**src/hssd_pkg.sv**
```systemverilog
// Package for the hall sensor speed and direction decoder.
// Holds field widths, reset values, register indexes and the sector lookup helpers.
// No dependencies.
package hssd_pkg;

	// Fixed field widths
	localparam int CODE_W       = 3;
	localparam int SECTOR_W     = 3;
	localparam int HALL_ORDER_W = 18;
	localparam int NUM_BITS     = 32;
	localparam int CFG_INDEX_W  = 2;
	localparam int CFG_DATA_W   = 32;

	// Default parameter values
	localparam int DEF_PERIOD_BITS = 18;
	localparam int DEF_SPEED_BITS  = 24;

	// Sector and commit constants
	localparam int SECTOR_COUNT = 6;
	localparam logic [1:0] COMMIT_RUN = 2'd3;

	// Hall codes that never name a sector
	localparam logic [CODE_W-1:0] CODE_ALL_LOW  = 3'd0;
	localparam logic [CODE_W-1:0] CODE_ALL_HIGH = 3'd7;

	// Sector numbers with a wrap meaning
	localparam logic [SECTOR_W-1:0] SECTOR_FIRST = 3'd1;
	localparam logic [SECTOR_W-1:0] SECTOR_LAST  = 3'd6;
	localparam logic [SECTOR_W-1:0] SECTOR_NONE  = 3'd0;

	// Direction codes
	localparam logic DIR_FWD = 1'b0;
	localparam logic DIR_REV = 1'b1;

	// Configuration register indexes
	localparam logic [CFG_INDEX_W-1:0] REG_HALL_ORDER    = 2'd0;
	localparam logic [CFG_INDEX_W-1:0] REG_REVERSE_NUM   = 2'd1;
	localparam logic [CFG_INDEX_W-1:0] REG_SPEED_NUMER   = 2'd2;

	// Register reset values: order 1,3,2,6,4,5 and (pi/3)*1e6*256
	localparam logic [HALL_ORDER_W-1:0] HALL_ORDER_RST = 18'd183449;
	localparam logic [NUM_BITS-1:0]     SPEED_NUMER_RST = 32'd268082573;

	// Map a hall code to sector 1..6 through the order (numbering reversed when rev is set),
	// 0 if not listed or if the code is all low or all high. Lowest matching index wins, so scan from the top down.
	function automatic logic [SECTOR_W-1:0] code_to_sector(
		input logic [CODE_W-1:0]       code,
		input logic [HALL_ORDER_W-1:0] order,
		input logic                    rev
	);
		logic [SECTOR_W-1:0] sec;
		sec = SECTOR_NONE;
		for (int i = SECTOR_COUNT - 1; i >= 0; i--) begin
			if (order[CODE_W*i +: CODE_W] == code) begin
				sec = rev ? SECTOR_W'(SECTOR_COUNT - i) : SECTOR_W'(i + 1);
			end
		end
		if (code == CODE_ALL_LOW || code == CODE_ALL_HIGH) begin
			sec = SECTOR_NONE;
		end
		return sec;
	endfunction

	// Raw direction from previous and current sector; 6->1 wraps forward, 1->6 reverse
	function automatic logic raw_direction(
		input logic [SECTOR_W-1:0] cur,
		input logic [SECTOR_W-1:0] prev
	);
		logic dir;
		if (prev == SECTOR_LAST && cur == SECTOR_FIRST) begin
			dir = DIR_FWD;
		end else if (prev == SECTOR_FIRST && cur == SECTOR_LAST) begin
			dir = DIR_REV;
		end else begin
			dir = (cur > prev) ? DIR_FWD : DIR_REV;
		end
		return dir;
	endfunction

endpackage

```
**src/hall_sensor_speed_direction_decoder.sv**
```systemverilog
// Hall sensor speed and direction decoder: sector lookup, direction commit, speed filter.
// Uses hssd_pkg for widths, constants and the sector lookup functions.
//
// A capture transfer runs the restoring divider after acceptance (one serial divider
// step per cycle, NUM_BITS steps), then the finish step; a timeout tick goes straight to finish.
// The finish step waits while the output register is full. The input is taken again
// once the result is in the output register. arst_n clears the control and decoder
// state and loads the configuration registers with their defaults.
module hall_sensor_speed_direction_decoder #(
	parameter int PERIOD_BITS = hssd_pkg::DEF_PERIOD_BITS,
	parameter int SPEED_BITS  = hssd_pkg::DEF_SPEED_BITS,
	localparam int IN_DATA_W  = ((hssd_pkg::CODE_W + PERIOD_BITS + 7) / 8) * 8,
	localparam int OUT_DATA_W = ((hssd_pkg::SECTOR_W + SPEED_BITS + 1 + 7) / 8) * 8
) (
	input  logic                               clk,
	input  logic                               arst_n,
	// input stream
	input  logic                               s_axis_tvalid,
	output logic                               s_axis_tready,
	input  logic [IN_DATA_W-1:0]               s_axis_tdata,  // hall_code, period
	input  logic                               s_axis_tuser,  // mode
	// result stream
	output logic                               m_axis_tvalid,
	input  logic                               m_axis_tready,
	output logic [OUT_DATA_W-1:0]              m_axis_tdata,  // sector, signed_speed, direction
	output logic                               m_axis_tuser,  // timed_out
	// configuration writes
	input  logic                               cfg_valid,
	output logic                               cfg_ready,
	input  logic [hssd_pkg::CFG_INDEX_W-1:0]   cfg_index,
	input  logic [hssd_pkg::CFG_DATA_W-1:0]    cfg_data
);

	localparam int MAG_W = SPEED_BITS - 1;
	localparam int CNT_W = $clog2(hssd_pkg::NUM_BITS);
	localparam logic [CNT_W-1:0] CNT_LAST = CNT_W'(hssd_pkg::NUM_BITS - 1);

	localparam logic [1:0] ST_IDLE = 2'd0;
	localparam logic [1:0] ST_DIV  = 2'd1;
	localparam logic [1:0] ST_FIN  = 2'd2;

	// control state
	logic [1:0]                          state_q;
	logic [CNT_W-1:0]                    cnt_q;
	logic                                tout_q;
	logic                                out_valid_q;
	// configuration
	logic [hssd_pkg::HALL_ORDER_W-1:0]   hall_order_q;
	logic                                rev_num_q;
	logic [hssd_pkg::NUM_BITS-1:0]       numer_q;
	// decoder state
	logic [hssd_pkg::CODE_W-1:0]         prev_code_q;
	logic                                prev_raw_q;
	logic [1:0]                          agree_q;
	logic                                dir_q;
	logic [MAG_W-1:0]                    filt_q;
	logic [hssd_pkg::SECTOR_W-1:0]       last_sector_q;
	// item and divider registers
	logic [hssd_pkg::CODE_W-1:0]         code_q;
	logic [PERIOD_BITS-1:0]              period_q;
	logic [hssd_pkg::NUM_BITS-1:0]       quo_q;
	logic [PERIOD_BITS-1:0]              rem_q;
	// output payload
	logic [hssd_pkg::SECTOR_W-1:0]       o_sector_q;
	logic [SPEED_BITS-1:0]               o_speed_q;
	logic                                o_dir_q;
	logic                                o_tout_q;

	logic                                in_xfer;
	logic                                out_free;
	logic [PERIOD_BITS:0]                rem_sh;
	logic [PERIOD_BITS:0]                per_ext;
	logic [PERIOD_BITS:0]                rem_diff;
	logic                                q_bit;
	logic [MAG_W-1:0]                    raw_mag;
	logic [MAG_W:0]                      filt_sum;
	logic [MAG_W-1:0]                    filt_nx;
	logic [hssd_pkg::SECTOR_W-1:0]       sec_cur;
	logic [hssd_pkg::SECTOR_W-1:0]       sec_prev;
	logic                                dir_raw;
	logic [1:0]                          agree_inc;
	logic [1:0]                          agree_nx;
	logic                                dir_nx;
	logic [SPEED_BITS-1:0]               speed_nx;

	assign in_xfer       = s_axis_tvalid && s_axis_tready;
	assign s_axis_tready = (state_q == ST_IDLE);
	assign out_free      = !out_valid_q || m_axis_tready;
	assign cfg_ready     = 1'b1;

	// one restoring division step; a zero period yields all ones, which saturates
	always_comb begin
		rem_sh   = {rem_q, quo_q[hssd_pkg::NUM_BITS-1]};
		per_ext  = {1'b0, period_q};
		q_bit    = (rem_sh >= per_ext);
		rem_diff = q_bit ? (rem_sh - per_ext) : rem_sh;
	end

	// finish: saturate, filter, sector and direction commit
	always_comb begin
		if (quo_q[hssd_pkg::NUM_BITS-1:MAG_W] != '0) begin
			raw_mag = '1;
		end else begin
			raw_mag = quo_q[MAG_W-1:0];
		end
		filt_sum = {1'b0, raw_mag} + {1'b0, filt_q};
		filt_nx  = filt_sum[MAG_W:1];

		sec_cur  = hssd_pkg::code_to_sector(code_q, hall_order_q, rev_num_q);
		sec_prev = hssd_pkg::code_to_sector(prev_code_q, hall_order_q, rev_num_q);
		dir_raw  = hssd_pkg::raw_direction(sec_cur, sec_prev);

		agree_inc = agree_q + 2'd1;
		agree_nx  = 2'd0;
		dir_nx    = dir_q;
		if (dir_raw == prev_raw_q) begin
			if (agree_inc == hssd_pkg::COMMIT_RUN) begin
				dir_nx = dir_raw;
			end else begin
				agree_nx = agree_inc;
			end
		end

		if (dir_nx == hssd_pkg::DIR_REV) begin
			speed_nx = SPEED_BITS'(-{1'b0, filt_nx});
		end else begin
			speed_nx = {1'b0, filt_nx};
		end
	end

	// sequencer, configuration and decoder state
	always_ff @(posedge clk or negedge arst_n) begin
		if (!arst_n) begin
			state_q       <= ST_IDLE;
			cnt_q         <= '0;
			tout_q        <= 1'b0;
			out_valid_q   <= 1'b0;
			hall_order_q  <= hssd_pkg::HALL_ORDER_RST;
			rev_num_q     <= 1'b0;
			numer_q       <= hssd_pkg::SPEED_NUMER_RST;
			prev_code_q   <= '0;
			prev_raw_q    <= hssd_pkg::DIR_FWD;
			agree_q       <= '0;
			dir_q         <= hssd_pkg::DIR_FWD;
			filt_q        <= '0;
			last_sector_q <= '0;
		end else begin
			if (cfg_valid && cfg_ready) begin
				unique case (cfg_index)
					hssd_pkg::REG_HALL_ORDER:  hall_order_q <= cfg_data[hssd_pkg::HALL_ORDER_W-1:0];
					hssd_pkg::REG_REVERSE_NUM: rev_num_q    <= cfg_data[0];
					hssd_pkg::REG_SPEED_NUMER: numer_q      <= cfg_data;
					default: ;
				endcase
			end

			// output register: loaded by the finish step, else drained on ready
			if (state_q == ST_FIN && out_free) begin
				out_valid_q <= 1'b1;
			end else if (m_axis_tready) begin
				out_valid_q <= 1'b0;
			end

			unique case (state_q)
				ST_IDLE: begin
					if (in_xfer) begin
						tout_q  <= s_axis_tuser;
						cnt_q   <= '0;
						state_q <= s_axis_tuser ? ST_FIN : ST_DIV;
					end
				end
				ST_DIV: begin
					cnt_q <= cnt_q + CNT_W'(1);
					if (cnt_q == CNT_LAST) begin
						state_q <= ST_FIN;
					end
				end
				ST_FIN: begin
					if (out_free) begin
						state_q     <= ST_IDLE;
						if (!tout_q) begin
							prev_code_q   <= code_q;
							prev_raw_q    <= dir_raw;
							agree_q       <= agree_nx;
							dir_q         <= dir_nx;
							filt_q        <= filt_nx;
							last_sector_q <= sec_cur;
						end
					end
				end
				default: state_q <= ST_IDLE;
			endcase
		end
	end

	// item capture, divider datapath and output payload
	always_ff @(posedge clk) begin
		if (in_xfer) begin
			code_q   <= s_axis_tdata[hssd_pkg::CODE_W-1:0];
			period_q <= s_axis_tdata[hssd_pkg::CODE_W +: PERIOD_BITS];
			quo_q    <= numer_q;
			rem_q    <= '0;
		end else if (state_q == ST_DIV) begin
			quo_q <= {quo_q[hssd_pkg::NUM_BITS-2:0], q_bit};
			rem_q <= rem_diff[PERIOD_BITS-1:0];
		end
		if (state_q == ST_FIN && out_free) begin
			o_tout_q <= tout_q;
			if (tout_q) begin
				o_sector_q <= last_sector_q;
				o_speed_q  <= '0;
				o_dir_q    <= dir_q;
			end else begin
				o_sector_q <= sec_cur;
				o_speed_q  <= speed_nx;
				o_dir_q    <= dir_nx;
			end
		end
	end

	// result packing
	always_comb begin
		m_axis_tdata = '0;
		m_axis_tdata[hssd_pkg::SECTOR_W-1:0]                  = o_sector_q;
		m_axis_tdata[hssd_pkg::SECTOR_W +: SPEED_BITS]        = o_speed_q;
		m_axis_tdata[hssd_pkg::SECTOR_W + SPEED_BITS]         = o_dir_q;
	end
	assign m_axis_tvalid = out_valid_q;
	assign m_axis_tuser  = o_tout_q;

	// checks
	a_agree_range: assert property (@(posedge clk) disable iff (!arst_n)
		agree_q != 2'd3)
		else $error("agree count reached commit run without reset");

	a_capture_divides: assert property (@(posedge clk) disable iff (!arst_n)
		(in_xfer && !s_axis_tuser) |=> (state_q == ST_DIV && cnt_q == '0))
		else $error("capture did not start the divider");

	a_div_count: assert property (@(posedge clk) disable iff (!arst_n)
		(state_q == ST_DIV && cnt_q != CNT_LAST) |=>
		(state_q == ST_DIV && cnt_q == $past(cnt_q) + CNT_W'(1)))
		else $error("divider step count broke");

	a_load_from_fin: assert property (@(posedge clk) disable iff (!arst_n)
		$rose(m_axis_tvalid) |-> $past(state_q == ST_FIN))
		else $error("result appeared outside finish step");

	a_timeout_zero: assert property (@(posedge clk) disable iff (!arst_n)
		(m_axis_tvalid && m_axis_tuser) |-> (o_speed_q == '0))
		else $error("timeout result carries nonzero speed");

endmodule
```
**config.mk**
```make
export PLATFORM = sky130hd
export DESIGN_NAME = hall_sensor_speed_direction_decoder
export DESIGN_NICKNAME = d
export VERILOG_FILES = /design/src/hssd_pkg.sv /design/src/hall_sensor_speed_direction_decoder.sv
export SDC_FILE = /design/constraint.sdc
export NUM_CORES = 1
export LEC_CHECK = 0
export BUFFER_PORTS_ARGS = -buffer_cell sky130_fd_sc_hd__clkbuf_2
export CORE_ASPECT_RATIO = 0.8
export CORE_MARGIN = 1
export CORE_UTILIZATION = 60
export CTS_CLUSTER_SIZE = 14
export DETAILED_ROUTE_END_ITERATION = 7
export GPL_TIMING_DRIVEN = 0
export PLACE_DENSITY = 0.85
export RECOVER_POWER = 50
export SETUP_SLACK_MARGIN = 0.2
export SLEW_MARGIN = 5
export SYNTH_ARGS = -nofsm -noshare
export SYNTH_HDL_FRONTEND = slang
export SYNTH_SLANG_ARGS = --single-unit
```
**constraint.sdc**
```tcl
create_clock -name clk -period 5.8 [get_ports clk]
set_clock_uncertainty 0.2 [all_clocks]
set_input_delay 0.58 -clock clk [delete_from_list [all_inputs] [get_ports clk]]
set_output_delay 0.58 -clock clk [all_outputs]
set_load 0.02 [all_outputs]
```
==> results of run 1 <==
power groups by stage:
stage	logic, uW	registers (uW)	clock network (uW)
after floorplan	2740	2280	0
after global placement	3420	2320	0
after detailed placement	3570	2340	0
after CTS	3620	2320	1220
after global routing	4050	2380	1270
final	3680	2330	1200
stage by stage:
| step | hold WS (ns) | power, uW | area (um^2) |
|---|---|---|---|
| finish | 0.0965 | 7220 | 12300 |
| floorplan | 0.0844 | 5030 | 11000 |
| global route | 0.0880 | 7710 | 12300 |
| global placement | 0.259 | 5740 | 11700 |
| CTS | 0.0867 | 7150 | 12400 |
| detailed placement | 0.272 | 5910 | 11800 |
worst max-delay path, cell delays in order, from the launching register on:
cell	delay, ns
edfxtp_1	0.46
nor4_4	0.53
nand3_1	0.21
clkbuf_1	0.22
or2_2	0.35
fa_1	0.47
a211oi_2	0.27
o211ai_2	0.17
a31o_1	0.26
a21oi_2	0.15
xnor2_1	0.24
or4_4	0.52
or4_4	0.53
o41ai_2	0.34
xnor2_1	0.16
nor2_1	0.05
path summary, 6_finish.rpt:
kind | slack, ns | endpoint | from | cells after the start
setup / recovery | 0.40 | o_speed_q[22]$_SDFFCE_PP0P_ | quo_q[25]$_DFFE_PP_ | 15
hold / removal | 0.1 | period_q[6]$_DFFE_PP_ | s_axis_tdata[9] | 1
setup reg to reg | 0.40 | o_speed_q[22]$_SDFFCE_PP0P_ | quo_q[25]$_DFFE_PP_ | 15
hold reg to reg | 0.28 | rem_q[11]$_SDFFE_PP0P_ | rem_q[11]$_SDFFE_PP0P_ | 2
max in group asynchronous | 2.79 | filt_q[22]$_DFFE_PN0P_ | arst_n | 2
min in group asynchronous | 1.22 | hall_order_q[2]$_DFFE_PN0P_ | arst_n | 2
Yosys cell counts (4+ instances only):
library cell	count	area, um^2
nand4_1	9	56.3
a41oi_1	4	35.0
and2_1	8	50.1
o211ai_1	5	37.5
or3_1	11	68.8
mux2_2	72	811
nor2_1	54	203
nand3b_1	4	30.0
dfstp_2	28	736
nand2_1	169	634
o21a_1	5	37.5
xnor2_1	46	403
nand3_1	34	170
a21oi_1	32	160
mux2i_1	14	140
a31oi_1	7	43.8
o21ai_0	52	260
nor3_1	19	95.1
dfxtp_1	18	360
buf_1	6	22.5
inv_1	29	109
a21o_1	13	97.6
ha_1	48	601
clkbuf_1	24	90.1
nor2b_1	9	56.3
edfxtp_1	82	2460
nand2b_1	8	50.1
dfrtp_1	65	1630
buf_4	7	52.6
o21ai_1	26	130
and3_1	11	68.8
xor2_1	44	385
buf_2	8	40.0
a211oi_1	9	67.6
or2_2	25	156
o31ai_1	9	67.6
registers in the layout, indices dropped and copies added (netlist names), 2 cells and up:
name	count
o_sector_q	3
hall_order_q	18
period_q	18
prev_code_q	3
rem_q	18
o_speed_q	24
code_q	3
last_sector_q	3
quo_q	32
numer_q	32
cnt_q	5
state_q	2
filt_q	23
agree_q	2
routing by layer:
layer,share of wire (%),vias to the layer above
met4,2.0,0
met3,7.5,43
met2,44,338
li1,-,4041
met1,46,3948
met5,0,-
timing repair:
action / in CTS / in global routing
endpoints found under the setup margin: 0 / 3
endpoints found under the hold margin: 31 / 0
hold buffers: 1 / 0
gates resized for setup: 0 / 1
cells by family after synthesis:
family	Yosys count	share of synthesized area (%)
flip-flops	193	47.3
adder cells (fa/ha/maj)	50	5.84
multiplexers	86	8.68
other	2	0.0685
buffers and inverters	76	3.00
XOR/XNOR	90	7.19
AND/OR/NAND/NOR	379	16.4
AO/OA/AOI/OAI	195	11.5
final cells by class:
class                           instances  area share [%]
Sequential cell                       193            42.0
Inverter                               30           0.913
Tap cell                              225            2.28
Timing Repair Buffer                   94            3.70
Clock inverter                         13            1.11
Clock buffer                           19            3.86
Multi-Input combinational cell        805            44.3
Buffer                                 46            1.77
==> flow_summary.yaml, run 1 <==
route:
  routed_wl_mm: 25.3
  post_drt_wl_per_cell_um: 17.8
  num_vias: 8370
  drtIter0Drc: 834
  drc: 0
  viasPerCell: 5.87
  dr.pass1.iters: 6
  ant_nets: 0
final_layout:
  multi_input_area_mm2: 0.00547
  postLayoutCoreUtil_pct: 70.1
  final_cell_mix: "169 x nand2_1, 82 x edfxtp_1, 71 x mux2_2"
  nets: 1301
  antenna_cells: 0
  area_growth_pct: 12.5
  layout_commonest_cell: "nand2_1"
  fin_cells: 1425
  fillers: 1323
  drive_above_1_share_pct: 20.8
  seq_area_mm2: 0.00518
worst_hold_path:
  hold_path.class: "input port to flip-flop"
worst_setup_path:
  cp_max_fo: 10
  start_kind: "flip-flop"
  cp.required_ns: 5.79
  worst-endpoint-arrival_ns: 5.40
  cp-end-kind: "flip-flop"
  path_class: "flip-flop to flip-flop"
sta:
  fmax_mhz: 185
  slew_headroom_pct: -63.4
  min_period_ns: 5.40
  tightestPinTransition_ns: 2.45
  finalCritPeriodShare_pct: 93.2
  finalHoldViolCount: 0
  finalWorstSetupSlack_ns: 0.397
  slew_viol_final: 41
  rsz0062_at_grt: "false"
  final.setup.tns_ns: 0
  finalSetupViolCount: 0
clock_tree:
  cts_tree: "yes"
  clock_sinks: 193
  numCtsBuffers: 17
  htree_levels: 4
  post_cts_buffers: 0
  root_buffer: "clkbuf_16"
  clock_latency_ns: 0.45
  clk_path_buf_depth: 2
  cts.clk_slew.worst_paths_ns: 0.08
pwr:
  ir_drop_mv: 0.268
  swShare_pct: 43.6
  power_density_mw_per_mm2: 585
  p_clk_share_pct: 16.7
  p_leak_uw: 0.00516
  p_switching_uw: 3140
  intPower_uw: 4070
  power_frac_seq_pct: 32.3
  combinationalPowerShare_pct: 51.0
logic_synthesis:
  synth_edf_count: 82
  async_flop_share_pct: 48.2
  ys_warn_count: 0
  syn_area_per_cell_um2: 10.2
  syn_area_mm2: 0.0110
  synth_flop_cell: "edfxtp_1"
  seq_area_frac_synth_pct: 47.3
  ys_types: 73
  synth-seq-cells: 193
  syn_inst: 1071
global_route:
  grt_max_degree: 54
  grtUsageMet3_pct: 5.82
  grt_overflow: 0
  antenna_found_initial: 0
  grt_pass1_vias: 7977
  grt.met1_usage_pct: 39.0
  grt_pass1_wl_mm: 40.2
  grt_use_met2_pct: 43.0
  gr-usage-all-layers_pct: 27.7
  top_usage_layer: "met2"
placed_design:
  dpl_worst_slack_ns: 0.434
  hpwl_mm: 18.5
  place_inst: 1392
  io_buffers: 91
  gp_congestion: 0.915
floorplan:
  die_h_um: 123
  die_x_um: 153
  die_area_mm2: 0.0188
  io_pins: 100
  initial_core_util_pct: 62.3
  core_mm2: 0.0176
  placementRows: 43
status:
  violations: "capacitance limit, slew limit"
  status: "finished, violations left"
flow_run:
  cap_viol_max_count: 1
(Power assumes the default switching activity.)
==> inputs of run 2 (changes only) <==
--- a/config.mk
+++ b/config.mk
@@ -8,11 +8,11 @@
 export BUFFER_PORTS_ARGS = -buffer_cell sky130_fd_sc_hd__clkbuf_2
 export CORE_ASPECT_RATIO = 0.8
 export CORE_MARGIN = 1
-export CORE_UTILIZATION = 60
+export CORE_UTILIZATION = 55
 export CTS_CLUSTER_SIZE = 14
 export DETAILED_ROUTE_END_ITERATION = 7
 export GPL_TIMING_DRIVEN = 0
-export PLACE_DENSITY = 0.85
+export PLACE_DENSITY = 0.8
 export RECOVER_POWER = 50
 export SETUP_SLACK_MARGIN = 0.2
 export SLEW_MARGIN = 5
==> run 2 against run 1 <==
The flow still finishes with violations (capacitance limit, slew limit). Count of clock-buffer cells in the layout grew 1. First-iteration DRC count shrank 1.1%. Non-clock buffer count is the same. Setup slack gained 0.081 ns. Core utilization shrank 5.6 points. Global-route usage shrank 2.6 points. Die area grew 9.0%. Sequential power is essentially flat. Fmax grew 1.5%. Design area grew 0.66%. Sequential cell count is the same. Register-to-register slack gained 0.08 ns. Critical path type unchanged. Critical endpoint unchanged.
==> flow_summary.yaml, run 2 (synthesis gave the netlist of run 1 again) <==
clock_tree:
  clk_path_buf_depth: 2
  root_buffer: "clkbuf_16"
  numCtsBuffers: 17
  clock_latency_ns: 0.44
  htree_levels: 4
  post_cts_buffers: 0
  cts.clk_slew.worst_paths_ns: 0.08
  clock_sinks: 193
  cts_tree: "yes"
route:
  drtIter0Drc: 825
  routed_wl_mm: 24.8
  post_drt_wl_per_cell_um: 17.0
  num_vias: 8428
  ant_nets: 0
  viasPerCell: 5.78
  drc: 0
  dr.pass1.iters: 5
final_layout:
  final_cell_mix: "169 x nand2_1, 82 x edfxtp_1, 71 x mux2_2"
  nets: 1301
  drive_above_1_share_pct: 20.8
  antenna_cells: 0
  layout_top_registers: "numer_q: 32 flops, quo_q: 32 flops, o_speed_q: 24 flops"
  area_growth_pct: 13.3
  layout_commonest_cell: "nand2_1"
  postLayoutCoreUtil_pct: 64.5
  fillers: 1562
global_route:
  grt_pass1_wl_mm: 40.2
  grt_overflow: 0
  antenna_found_initial: 0
  grt_max_degree: 59
  gr-usage-all-layers_pct: 25.2
  grt_pass1_vias: 7923
pwr:
  ir_drop_mv: 0.243
  power_density_mw_per_mm2: 582
  p_leak_uw: 0.00517
placed_design:
  io_buffers: 91
  hpwl_mm: 18.5
  gp_congestion: 0.931
worst_setup_path:
  cp-end-kind: "flip-flop"
  crit_slowest_cell: "or4_4"
  cp_max_fo: 10
  start_kind: "flip-flop"
  worst-endpoint-arrival_ns: 5.31
  crit_chain: "nor4_2, nand3_1, clkbuf_1, or2_2, fa_1, a211oi_2, o211ai_2, nand3b_1, nor2b_1, xnor2_1, or4_4, or4_4, o41ai_2, xnor2_1, nor2_1"
  path_class: "flip-flop to flip-flop"
  cp_slowest_stage_delay_ns: 0.58
  ff2ff_path_depth: 15
  cp.required_ns: 5.79
floorplan:
  die_h_um: 128
  placementRows: 45
  initial_core_util_pct: 56.9
  die_x_um: 160
  die_area_mm2: 0.0205
  core_mm2: 0.0193
  io_pins: 100
worst_hold_path:
  hold_path.class: "input port to flip-flop"
  min_path_cells: 1
status:
  violations: "capacitance limit, slew limit"
  status: "finished, violations left"
sta:
  slew_headroom_pct: -46.2
  slew_viol_final: 36
  fmax_mhz: 188
  finalCritPeriodShare_pct: 91.8
  rsz0062_at_grt: "false"
  finalHoldViolCount: 0
  min_period_ns: 5.32
  finalSetupViolCount: 0
  final.setup.tns_ns: 0
  tightestPinTransition_ns: 2.19
flow_run:
  cap_viol_max_count: 1
==> run 2: path summary, 6_finish.rpt <==
path                                       startpoint                           end  slack (ns)
worst max register to register    quo_q[25]$_DFFE_PP_   o_speed_q[22]$_SDFFCE_PP0P_        0.48
worst min register to register  rem_q[4]$_SDFFE_PP0P_         rem_q[4]$_SDFFE_PP0P_        0.27
max in group asynchronous                      arst_n        state_q[1]$_DFFE_PN0P_        3.02
worst min-delay path                  s_axis_tdata[0]           code_q[0]$_DFFE_PP_        0.11
min in group asynchronous                      arst_n  last_sector_q[1]$_DFFE_PN0P_        1.12
worst max-delay path              quo_q[25]$_DFFE_PP_   o_speed_q[22]$_SDFFCE_PP0P_        0.48
==> run 2: power by group <==
part | internal [uW] | switching, uW
Combinational | 1410 | 2240
Clock | 680 | 573
Sequential | 2040 | 278
==> run 2: stage by stage <==
step	std cells	cell area (um^2)	setup slack, ns	power [uW]	hold slack (ns)
floorplan	1074	11000	1.19	5030	0.0844
global placement	1423	11800	0.493	5740	0.254
detailed placement	1425	11800	0.429	5900	0.262
CTS	1458	12400	0.406	7180	0.0971
global route	1458	12400	0.272	7760	0.0866
finish	1458	12400	0.478	7220	0.107
==> run 2: worst max-delay path: cells and delay by family, from the launching register on <==
| kind | cells | cell delay (ns) |
|---|---|---|
| and+or+nand+nor | 8 | 2.59 |
| buffers and inverters | 1 | 0.23 |
| adders and majority gates | 1 | 0.47 |
| AOI/OAI and AO/OA | 3 | 0.80 |
| xor gates and xnor gates | 2 | 0.35 |
| DFF | 1 | 0.40 |
==> run 2: layout make-up <==
class                      count  area (um^2)  share of cell area, %
inverter                      30          113                  0.907
sequential                   193         5180                   41.8
timing repair buffer          94          465                   3.75
multi-input combinational    805         5470                   44.1
clock inverter                12          151                   1.22
buffer                        46          218                   1.75
clock buffer                  20          489                   3.94
tap                          258          323                   2.60
==> run 2: what timing repair did <==
action | in CTS | in global routing
hold buffers | 1 | 0
setup endpoints to repair | 0 | 17
gates resized for setup | 0 | 2
hold endpoints to repair | 34 | 0
==> run 2: per-layer routing <==
| metal | vias up | part of all wire [%] | global-route usage [%] | wire, um |
|---|---|---|---|---|
| li1 | 4041 | - | - | - |
| met1 | 4018 | 48 | 36.7 | 11800 |
| met2 | 336 | 44 | 37.9 | 10900 |
| met3 | 33 | 6.9 | 4.56 | 1710 |
| met4 | 0 | 1.8 | 8.35 | 448 |
| met5 | - | 0 | 0 | 0 |
